`src/hdl/sha256_stream_hasher_assert.svh`:
```
// ----------------------------------------------------------------------------
// SHA-256 stream hasher assertion macros
// Shared concurrent assertion forms, clocked on clk and disabled in reset.
// ----------------------------------------------------------------------------
`ifndef SHA256_STREAM_HASHER_ASSERT_SVH
`define SHA256_STREAM_HASHER_ASSERT_SVH

// The consequent must hold in the same cycle as the antecedent.
`define SHA256_ASSERT_SAME(lbl, ante, cons, msg) \
  lbl: assert property (@(posedge clk) disable iff (!rst_n) (ante) |-> (cons)) \
    else $error(msg);

// The consequent must hold in the cycle after the antecedent.
`define SHA256_ASSERT_NEXT(lbl, ante, cons, msg) \
  lbl: assert property (@(posedge clk) disable iff (!rst_n) (ante) |=> (cons)) \
    else $error(msg);

`endif

```
`src/hdl/sha256_pkg.sv`:
```
`timescale 1ns / 1ps
// ----------------------------------------------------------------------------
// SHA-256 stream hasher package
// Beat types, controller/datapath command and status, round constants and
// the SHA-256 mixing functions.
// ----------------------------------------------------------------------------
package sha256_pkg;

  typedef struct packed {
    logic [7:0] msg_byte;
    logic       has_byte;
    logic       is_last;
  } in_item_t;

  typedef struct packed {
    logic [31:0] digest_word;
    logic [2:0]  word_index;
    logic        last_word;
  } out_item_t;

  typedef logic [1:0] pad_sel_t;

  localparam pad_sel_t SEL_MSG   = 2'd0;
  localparam pad_sel_t SEL_PAD80 = 2'd1;
  localparam pad_sel_t SEL_ZERO  = 2'd2;
  localparam pad_sel_t SEL_LEN   = 2'd3;

  typedef struct packed {
    logic       push;
    pad_sel_t   sel;
    logic       round;
    logic       add;
    logic       init;
    logic [5:0] cnt;
  } dp_cmd_t;

  typedef struct packed {
    logic fill_last;
    logic fill_56;
    logic fill_ge56;
  } dp_stat_t;

  localparam logic [31:0] ROUND_K [64] = '{
    32'h428a2f98, 32'h71374491, 32'hb5c0fbcf, 32'he9b5dba5,
    32'h3956c25b, 32'h59f111f1, 32'h923f82a4, 32'hab1c5ed5,
    32'hd807aa98, 32'h12835b01, 32'h243185be, 32'h550c7dc3,
    32'h72be5d74, 32'h80deb1fe, 32'h9bdc06a7, 32'hc19bf174,
    32'he49b69c1, 32'hefbe4786, 32'h0fc19dc6, 32'h240ca1cc,
    32'h2de92c6f, 32'h4a7484aa, 32'h5cb0a9dc, 32'h76f988da,
    32'h983e5152, 32'ha831c66d, 32'hb00327c8, 32'hbf597fc7,
    32'hc6e00bf3, 32'hd5a79147, 32'h06ca6351, 32'h14292967,
    32'h27b70a85, 32'h2e1b2138, 32'h4d2c6dfc, 32'h53380d13,
    32'h650a7354, 32'h766a0abb, 32'h81c2c92e, 32'h92722c85,
    32'ha2bfe8a1, 32'ha81a664b, 32'hc24b8b70, 32'hc76c51a3,
    32'hd192e819, 32'hd6990624, 32'hf40e3585, 32'h106aa070,
    32'h19a4c116, 32'h1e376c08, 32'h2748774c, 32'h34b0bcb5,
    32'h391c0cb3, 32'h4ed8aa4a, 32'h5b9cca4f, 32'h682e6ff3,
    32'h748f82ee, 32'h78a5636f, 32'h84c87814, 32'h8cc70208,
    32'h90befffa, 32'ha4506ceb, 32'hbef9a3f7, 32'hc67178f2
  };

  localparam logic [31:0] INIT_H [8] = '{
    32'h6a09e667, 32'hbb67ae85, 32'h3c6ef372, 32'ha54ff53a,
    32'h510e527f, 32'h9b05688c, 32'h1f83d9ab, 32'h5be0cd19
  };

  function automatic logic [31:0] big_sigma0(input logic [31:0] x);
    return {x[1:0], x[31:2]} ^ {x[12:0], x[31:13]} ^ {x[21:0], x[31:22]};
  endfunction

  function automatic logic [31:0] big_sigma1(input logic [31:0] x);
    return {x[5:0], x[31:6]} ^ {x[10:0], x[31:11]} ^ {x[24:0], x[31:25]};
  endfunction

  function automatic logic [31:0] small_sigma0(input logic [31:0] x);
    return {x[6:0], x[31:7]} ^ {x[17:0], x[31:18]} ^ {3'b000, x[31:3]};
  endfunction

  function automatic logic [31:0] small_sigma1(input logic [31:0] x);
    return {x[16:0], x[31:17]} ^ {x[18:0], x[31:19]} ^ {10'd0, x[31:10]};
  endfunction

endpackage

```
`src/hdl/sha256_stream_if.sv`:
```
`timescale 1ns / 1ps
// ----------------------------------------------------------------------------
// SHA-256 stream channel
// Valid/ready channel carrying one payload per beat.
// ----------------------------------------------------------------------------
interface sha256_stream_if #(
  parameter type payload_t = logic
);
  logic     valid;
  logic     ready;
  payload_t payload;

  modport source (output valid, output payload, input ready);
  modport sink (input valid, input payload, output ready);
endinterface

```
`src/hdl/sha256_dp.sv`:
```
`timescale 1ns / 1ps
// ----------------------------------------------------------------------------
// SHA-256 datapath
// Byte shift block, rolling schedule, working variables, hash state and
// message length counter, driven by the controller's commands.
// ----------------------------------------------------------------------------
module sha256_dp import sha256_pkg::*; (
  input  logic        clk,
  input  logic        rst_n,
  input  dp_cmd_t     cmd,
  input  logic [7:0]  msg_byte,
  output dp_stat_t    stat,
  output logic [31:0] digest_word
);

  logic [511:0] blk_r;
  logic [31:0]  h_r [8];
  logic [31:0]  wv_r [8];
  logic [5:0]   fill_r;
  logic [63:0]  bits_r;

  logic [7:0]  push_byte;
  logic [31:0] w0, w1, w9, w14, new_w;
  logic [31:0] t1, t2, ch, maj;

  assign w0  = blk_r[511:480];
  assign w1  = blk_r[479:448];
  assign w9  = blk_r[223:192];
  assign w14 = blk_r[63:32];

  assign new_w = small_sigma1(w14) + w9 + small_sigma0(w1) + w0;
  assign ch    = (wv_r[4] & wv_r[5]) ^ (~wv_r[4] & wv_r[6]);
  assign maj   = (wv_r[0] & wv_r[1]) ^ (wv_r[0] & wv_r[2]) ^ (wv_r[1] & wv_r[2]);
  assign t1    = wv_r[7] + big_sigma1(wv_r[4]) + ch + ROUND_K[cmd.cnt] + w0;
  assign t2    = big_sigma0(wv_r[0]) + maj;

  always_comb begin
    unique case (cmd.sel)
      SEL_MSG:   push_byte = msg_byte;
      SEL_PAD80: push_byte = 8'h80;
      SEL_ZERO:  push_byte = 8'h00;
      SEL_LEN:   push_byte = bits_r[{~cmd.cnt[2:0], 3'b000} +: 8];
      default:   push_byte = 8'h00;
    endcase
  end

  assign stat.fill_last = (fill_r == 6'd63);
  assign stat.fill_56   = (fill_r == 6'd56);
  assign stat.fill_ge56 = &fill_r[5:3];
  assign digest_word    = h_r[cmd.cnt[2:0]];

  always_ff @(posedge clk) begin
    if (cmd.push) begin
      blk_r <= {blk_r[503:0], push_byte};
    end else if (cmd.round) begin
      blk_r <= {blk_r[479:0], new_w};
    end
  end

  always_ff @(posedge clk) begin
    if (!rst_n) begin
      h_r    <= INIT_H;
      wv_r   <= INIT_H;
      fill_r <= '0;
      bits_r <= '0;
    end else begin
      if (cmd.push) begin
        fill_r <= fill_r + 6'd1;
        if (cmd.sel == SEL_MSG) begin
          bits_r <= bits_r + 64'd8;
        end
      end
      if (cmd.round) begin
        wv_r[0] <= t1 + t2;
        wv_r[1] <= wv_r[0];
        wv_r[2] <= wv_r[1];
        wv_r[3] <= wv_r[2];
        wv_r[4] <= wv_r[3] + t1;
        wv_r[5] <= wv_r[4];
        wv_r[6] <= wv_r[5];
        wv_r[7] <= wv_r[6];
      end
      if (cmd.add) begin
        for (int i = 0; i < 8; i++) begin
          h_r[i]  <= h_r[i] + wv_r[i];
          wv_r[i] <= h_r[i] + wv_r[i];
        end
      end
      if (cmd.init) begin
        h_r    <= INIT_H;
        wv_r   <= INIT_H;
        fill_r <= '0;
        bits_r <= '0;
      end
    end
  end

endmodule

```
`src/hdl/sha256_ctrl.sv`:
```
`timescale 1ns / 1ps
// ----------------------------------------------------------------------------
// SHA-256 controller
// Sequences byte absorption, padding, the 64 rounds, the state update and
// the digest beats, and owns both channel handshakes.
// ----------------------------------------------------------------------------
`include "sha256_stream_hasher_assert.svh"

module sha256_ctrl import sha256_pkg::*; (
  input  logic     clk,
  input  logic     rst_n,
  input  logic     in_valid,
  input  logic     in_has_byte,
  input  logic     in_is_last,
  output logic     in_ready,
  output logic     out_valid,
  input  logic     out_ready,
  input  dp_stat_t stat,
  output dp_cmd_t  cmd
);

  localparam logic [2:0] S_IDLE  = 3'd0;
  localparam logic [2:0] S_ROUND = 3'd1;
  localparam logic [2:0] S_ADD   = 3'd2;
  localparam logic [2:0] S_PAD80 = 3'd3;
  localparam logic [2:0] S_PADZ  = 3'd4;
  localparam logic [2:0] S_LEN   = 3'd5;
  localparam logic [2:0] S_EMIT  = 3'd6;

  localparam logic [1:0] PH_DATA  = 2'd0;
  localparam logic [1:0] PH_PAD   = 2'd1;
  localparam logic [1:0] PH_FINAL = 2'd2;

  logic [2:0] state_r, state_nxt;
  logic [1:0] phase_r, phase_nxt;
  logic [5:0] cnt_r, cnt_nxt;
  logic       last_r, last_nxt;
  logic       wrap_r, wrap_nxt;

  always_comb begin
    state_nxt = state_r;
    phase_nxt = phase_r;
    cnt_nxt   = cnt_r;
    last_nxt  = last_r;
    wrap_nxt  = wrap_r;
    in_ready  = 1'b0;
    out_valid = 1'b0;
    cmd       = '0;
    cmd.cnt   = cnt_r;
    unique case (state_r)
      S_IDLE: begin
        in_ready = 1'b1;
        if (in_valid) begin
          last_nxt = in_is_last;
          if (in_has_byte) begin
            cmd.push = 1'b1;
            cmd.sel  = SEL_MSG;
          end
          if (in_has_byte && stat.fill_last) begin
            state_nxt = S_ROUND;
            phase_nxt = PH_DATA;
            cnt_nxt   = '0;
          end else if (in_is_last) begin
            state_nxt = S_PAD80;
          end
        end
      end
      S_ROUND: begin
        cmd.round = 1'b1;
        cnt_nxt   = cnt_r + 6'd1;
        if (cnt_r == 6'd63) begin
          state_nxt = S_ADD;
        end
      end
      S_ADD: begin
        cmd.add = 1'b1;
        cnt_nxt = '0;
        unique case (phase_r)
          PH_DATA:  state_nxt = last_r ? S_PAD80 : S_IDLE;
          PH_PAD:   state_nxt = S_PADZ;
          PH_FINAL: state_nxt = S_EMIT;
          default:  state_nxt = S_IDLE;
        endcase
      end
      S_PAD80: begin
        cmd.push = 1'b1;
        cmd.sel  = SEL_PAD80;
        wrap_nxt = stat.fill_ge56;
        if (stat.fill_last) begin
          state_nxt = S_ROUND;
          phase_nxt = PH_PAD;
          cnt_nxt   = '0;
          wrap_nxt  = 1'b0;
        end else begin
          state_nxt = S_PADZ;
        end
      end
      S_PADZ: begin
        if (stat.fill_56 && !wrap_r) begin
          state_nxt = S_LEN;
          cnt_nxt   = '0;
        end else begin
          cmd.push = 1'b1;
          cmd.sel  = SEL_ZERO;
          if (stat.fill_last) begin
            state_nxt = S_ROUND;
            phase_nxt = PH_PAD;
            cnt_nxt   = '0;
            wrap_nxt  = 1'b0;
          end
        end
      end
      S_LEN: begin
        cmd.push = 1'b1;
        cmd.sel  = SEL_LEN;
        cnt_nxt  = cnt_r + 6'd1;
        if (cnt_r[2:0] == 3'd7) begin
          state_nxt = S_ROUND;
          phase_nxt = PH_FINAL;
          cnt_nxt   = '0;
        end
      end
      S_EMIT: begin
        out_valid = 1'b1;
        if (out_ready) begin
          cnt_nxt = cnt_r + 6'd1;
          if (cnt_r[2:0] == 3'd7) begin
            cmd.init  = 1'b1;
            state_nxt = S_IDLE;
            cnt_nxt   = '0;
            last_nxt  = 1'b0;
          end
        end
      end
      default: begin
        state_nxt = S_IDLE;
      end
    endcase
  end

  always_ff @(posedge clk) begin
    if (!rst_n) begin
      state_r <= S_IDLE;
      phase_r <= PH_DATA;
      cnt_r   <= '0;
      last_r  <= 1'b0;
      wrap_r  <= 1'b0;
    end else begin
      state_r <= state_nxt;
      phase_r <= phase_nxt;
      cnt_r   <= cnt_nxt;
      last_r  <= last_nxt;
      wrap_r  <= wrap_nxt;
    end
  end

  `SHA256_ASSERT_SAME(a_no_in_during_emit, out_valid, !in_ready,
    "input taken while digest beats are pending")
  `SHA256_ASSERT_NEXT(a_rounds_end_in_add, (state_r == S_ROUND) && (cnt_r == 6'd63),
    (state_r == S_ADD) && (cnt_r == 6'd0), "round count did not end in the state update")
  `SHA256_ASSERT_NEXT(a_full_block_compresses,
    in_valid && in_ready && in_has_byte && stat.fill_last,
    (state_r == S_ROUND) && (cnt_r == 6'd0), "full block did not start compression")
  `SHA256_ASSERT_NEXT(a_digest_done_idle, out_valid && out_ready && (cnt_r[2:0] == 3'd7),
    (state_r == S_IDLE) && !out_valid, "final digest beat did not return to idle")

endmodule

```
`src/hdl/sha256_stream_hasher.sv`:
```
`timescale 1ns / 1ps
// ----------------------------------------------------------------------------
// SHA-256 stream hasher
// Streaming SHA-256 over a byte channel, emitting an eight-word digest.
// ----------------------------------------------------------------------------
// The input channel takes one beat per message byte (msg_byte with has_byte)
// and is_last closes the message; a beat with neither flag changes nothing.
// The output channel returns the digest as eight beats, word_index 0 first,
// with last_word set on the eighth.
// The beat that fills a 64-byte block starts the compression: the rounds of
// the single round unit and a state update, while the input is held off.
// After a last beat the controller pushes the 0x80 byte, zero bytes until 56
// bytes of the block are filled, and the eight length bytes, compressing
// whenever a block fills; a last byte that fills a block first compresses that
// block. While the receiver is ready the digest goes at one beat per cycle.
// While the receiver stalls the current digest beat holds and no input is
// taken; after the eighth beat the state returns to the initial hash values.
// Reset loads the initial hash values and clears the fill count and the length counter.
// ----------------------------------------------------------------------------
module sha256_stream_hasher import sha256_pkg::*; (
  input logic            clk,
  input logic            rst_n,
  sha256_stream_if.sink   in_s,
  sha256_stream_if.source out_s
);

  dp_cmd_t     cmd;
  dp_stat_t    stat;
  logic [31:0] digest_word;

  sha256_ctrl u_ctrl (
    .clk         (clk),
    .rst_n       (rst_n),
    .in_valid    (in_s.valid),
    .in_has_byte (in_s.payload.has_byte),
    .in_is_last  (in_s.payload.is_last),
    .in_ready    (in_s.ready),
    .out_valid   (out_s.valid),
    .out_ready   (out_s.ready),
    .stat        (stat),
    .cmd         (cmd)
  );

  sha256_dp u_dp (
    .clk         (clk),
    .rst_n       (rst_n),
    .cmd         (cmd),
    .msg_byte    (in_s.payload.msg_byte),
    .stat        (stat),
    .digest_word (digest_word)
  );

  assign out_s.payload.digest_word = digest_word;
  assign out_s.payload.word_index  = cmd.cnt[2:0];
  assign out_s.payload.last_word   = (cmd.cnt[2:0] == 3'd7);

endmodule

```
`src/flat_wrapper.sv`:
```
// flat-port wrapper written by rule: the top's interface ports become plain ports
module sha256_stream_hasher_flat import sha256_pkg::*;
  (clk, rst_n, in_s_valid, in_s_payload, in_s_ready, out_s_valid, out_s_payload, out_s_ready);
  sha256_stream_if #(.payload_t(in_item_t)) in_s_i ();
  sha256_stream_if #(.payload_t(out_item_t)) out_s_i ();
  input logic clk;
  input logic rst_n;
  input wire logic [$bits(in_s_i.valid)-1:0] in_s_valid;
  input wire logic [$bits(in_s_i.payload)-1:0] in_s_payload;
  output wire logic [$bits(in_s_i.ready)-1:0] in_s_ready;
  output wire logic [$bits(out_s_i.valid)-1:0] out_s_valid;
  output wire logic [$bits(out_s_i.payload)-1:0] out_s_payload;
  input wire logic [$bits(out_s_i.ready)-1:0] out_s_ready;
  assign in_s_i.valid = in_s_valid;
  assign in_s_i.payload = in_s_payload;
  assign in_s_ready = in_s_i.ready;
  assign out_s_valid = out_s_i.valid;
  assign out_s_payload = out_s_i.payload;
  assign out_s_i.ready = out_s_ready;
  sha256_stream_hasher u_core (.clk(clk), .rst_n(rst_n), .in_s(in_s_i), .out_s(out_s_i));
endmodule
```
`config.mk`:
```
export PLATFORM = sky130hd
export DESIGN_NAME = sha256_stream_hasher_flat
export DESIGN_NICKNAME = d
export VERILOG_FILES = /design/src/hdl/sha256_pkg.sv /design/src/hdl/sha256_stream_if.sv /design/src/hdl/sha256_dp.sv /design/src/hdl/sha256_ctrl.sv /design/src/hdl/sha256_stream_hasher.sv /design/src/flat_wrapper.sv
export VERILOG_INCLUDE_DIRS = /design/src /design/src/hdl
export SDC_FILE = /design/constraint.sdc
export NUM_CORES = 2
export LEC_CHECK = 0
export BUFFER_PORTS_ARGS = -buffer_cell sky130_fd_sc_hd__buf_4
export CAP_MARGIN = 25
export CORE_MARGIN = 2
export CORE_UTILIZATION = 55
export DETAILED_ROUTE_END_ITERATION = 8
export PLACE_DENSITY_LB_ADDON = 0.05
export SLEW_MARGIN = 0
export SYNTH_ARGS = -nofsm -noshare
export SYNTH_HDL_FRONTEND = slang
export SYNTH_SLANG_ARGS = --single-unit
```
`constraint.sdc`:
```
create_clock -name clk -period 19.7 [get_ports clk]
set_input_delay 3.94 -clock clk [delete_from_list [all_inputs] [get_ports clk]]
set_output_delay 3.94 -clock clk [all_outputs]
set_load 0.005 [all_outputs]
```
==> reports/metrics.yaml <==
hold_depth: 2
antenna_found_initial: 4
whs_ns: 0.463
dieArea_um2: 139000
synth.area.mux_share: 0.0339
start_kind: "register"
synth-async-reset-ratio: 0
core_um2: 135000
hold_class: "reg2reg"
clkTransAtPathRegs_ns: 0.06
overflow: 0
synth_compound_area_frac: 0.170
critical_path_class: "reg2reg"
yosysTopAreaCell: "edfxtp_1"
postRouteAntennaNets: 0
postCtsSetupBuffers: 0
drv_slew: 0
syn_nets: 9517
ff2ff_setup_slack_ns: 9.50
synth_flop_cell: "dfxtp_1"
rr_worst_depth: 32
yosys_warnings: 0
slowest_delay_ns: 0.84
vias_per_cell: 6.18
r2r_start: "u_core.u_ctrl.cnt_r[1]"
numCtsBuffers: 130
dp_cells: 10276
worstPathArrival_ns: 10.90
cap_violations: 0
synth_edf_count: 512
drtPass1Iterations: 8
totalNegativeSetupSlack_ns: 0
tightest_slew_ns: 1.13
setup_viol: 0
cts_hold_buffers: 0
status: "finished, final reports clean"
cts.path.max_buffers: 3
fp-row-count: 135
required_ns: 20.41
worstSkewPairLatency_ns: 0.79
ys_ff_latch: 1104
critPathSlowestCell: "nor4_1"
ios: 52
grt_max_degree: 235
hpwl_um: 187000
synth-seq-area-share: 0.364
r2r_end: "u_core.u_dp.wv_r[255]"
yosys.area_share.simple: 0.191
grt_pass1_wl_um: 383000
synth_area_um2: 74800
min_from: "u_core.u_dp.h_r[205]"
cts.sinks: 1104
critical-path-top-delay-family: "compound AO/OA/AOI/OAI gates"
cp_max_fo: 32
fin_crit_sh: 0.518
synth_cells: 8907
critPathBufInv: 5
grt_pass1_vias: 59735
postCtsResizedCells: 0
finalNonFillerCells: 10512
rsz0062_at_grt: "false"
drt-initial-drc-count: 8321
synth_top_family_by_area: "simple AND/OR/NAND/NOR gates"
htree_levels: 4
routabilityCongestion: 1.00
dr_total_vias: 64967
period_minus_slack_ns: 10.20
synth_xor_area_frac: 0.0724
synthAdderAreaFrac: 0.120
cts_tree: "done"
skew_ns: 0.0433
clock.fmax_mhz: 98.1
maxSlewHeadroom: 0.242
hold_violations: 0
nNetsFinal: 9240
cts_root_buf: "clkbuf_16"
port_buffers: 51
synthDistinctLibCells: 100
remaining_drc_errors: 0
die_w_um: 373
wl_um: 257000
dieHeight_um: 373
min_to: "u_core.u_dp.h_r[205]"
avgSynthCellArea_um2: 8.40
area_delta_synth_final_pct: 7.51
initial_core_util: 0.553
grt_usage: 0.360
drive_gt1_frac: 0.0568
cp-end-kind: "register"
final_util: 0.595
netlist_top_cells_area: "edfxtp_1 (21%), dfxtp_1 (16%), nand2_1 (11%), ha_1 (6.7%), fa_1 (5.2%)"
wire_per_inst_um: 24.4
synth.top_cell.area_share: 0.206
-- logic make-up (layout without fill, tap and decap cells) --
family                   Yosys count  after routing
adder cells (fa/ha/maj)          599            599
multiplexers                     151            151
AO/OA/AOI/OAI                   2058           2058
buffers and inverters            942            765
flip-flops                      1104           1104
XOR/XNOR                         618            618
other                              0              1
AND/OR/NAND/NOR                 3435           3435
-- metrics by stage --
stage / instance area (µm²) / setup slack [ns]
after global routing: 80400 / 9.13
final: 80400 / 9.50
after detailed placement: 76100 / 9.90
after floorplan: 74800 / 2.56
after global placement: 76100 / 9.96
after CTS: 80300 / 9.88
-- per-layer routing --
layer	routed length, µm	GRT usage	vias to the layer above	share of wire
met5	0	0	-	0
met4	7130	0.0988	0	0.028
met1	119000	0.557	31492	0.46
met2	104000	0.504	2958	0.41
met3	26100	0.0757	399	0.10
li1	-	-	30118	-
-- cell type report --
| type | count | area [µm²] |
|---|---|---|
| diodes | 1 | 2.50 |
| fillers | 12116 | 54700 |
| well taps | 1781 | 2230 |
| repair buffers | 141 | 1180 |
| multi-input cells | 6861 | 44100 |
| inverters | 392 | 1470 |
| clock inverters | 52 | 633 |
| clock buffers | 180 | 3580 |
| flip-flops and latches | 1104 | 27200 |
-- synth_stat cells (56+ instances only) --
cell / n
o211ai_1: 57
xnor2_1: 403
dfxtp_1: 592
a21o_1: 210
mux2i_1: 59
fa_1: 195
inv_1: 388
a31oi_1: 62
nor2_1: 527
buf_1: 66
mux4_2: 81
edfxtp_1: 512
nand2_1: 2279
a211oi_1: 79
clkbuf_1: 454
a21oi_1: 656
nor3_1: 97
o21a_1: 94
xor2_1: 215
nand3_1: 137
ha_1: 401
and3_1: 66
nand2b_1: 68
nor2b_1: 56
o21ai_0: 552
-- cell usage in the layout, fill, tap and decap left out, types with 210 or more instances in the layout --
cell,count
xor2_1,215
xnor2_1,403
a21o_1,210
dfxtp_1,586
o21ai_0,551
a21oi_1,656
nor2_1,523
edfxtp_1,512
nand2_1,2274
inv_1,388
ha_1,401
-- worst register-to-register path: cells and delay by family (launching register included) --
family,cells,cell delay [ns]
compound gates,12,2.84
xor+xnor,2,0.37
fa+ha+maj,5,2.34
buf+inv,5,1.22
flops,1,0.67
simple gates,8,2.70
-- sequential cells by signal (all words and copies together), names as in the netlist --
register,count
u_core.u_ctrl.state_r,3
u_core.u_ctrl.last_r,1
u_core.u_dp.wv_r,256
u_core.u_dp.blk_r,512
u_core.u_ctrl.cnt_r,6
u_core.u_dp.bits_r,61
u_core.u_dp.fill_r,6
u_core.u_ctrl.phase_r,2
u_core.u_ctrl.wrap_r,1
u_core.u_dp.h_r,256
-- how the worst max path moves through the flow --
stage / startpoint / end / slack [ns] / cells after the start
floorplan: in_s_valid / u_core.u_dp.blk_r[0] / 2.56 / 7
CTS: u_core.u_ctrl.cnt_r[1] / u_core.u_dp.wv_r[255] / 9.88 / 35
detailed placement: u_core.u_ctrl.cnt_r[1] / u_core.u_dp.wv_r[255] / 9.90 / 35
global route: u_core.u_ctrl.cnt_r[1] / u_core.u_dp.wv_r[255] / 9.13 / 33
global placement: u_core.u_ctrl.cnt_r[1] / u_core.u_dp.wv_r[255] / 9.96 / 35
finish: u_core.u_ctrl.cnt_r[1] / u_core.u_dp.wv_r[255] / 9.50 / 32
Power is not shown: default switching activity piles up to over one toggle a cycle in this logic, so the estimate is an artifact.
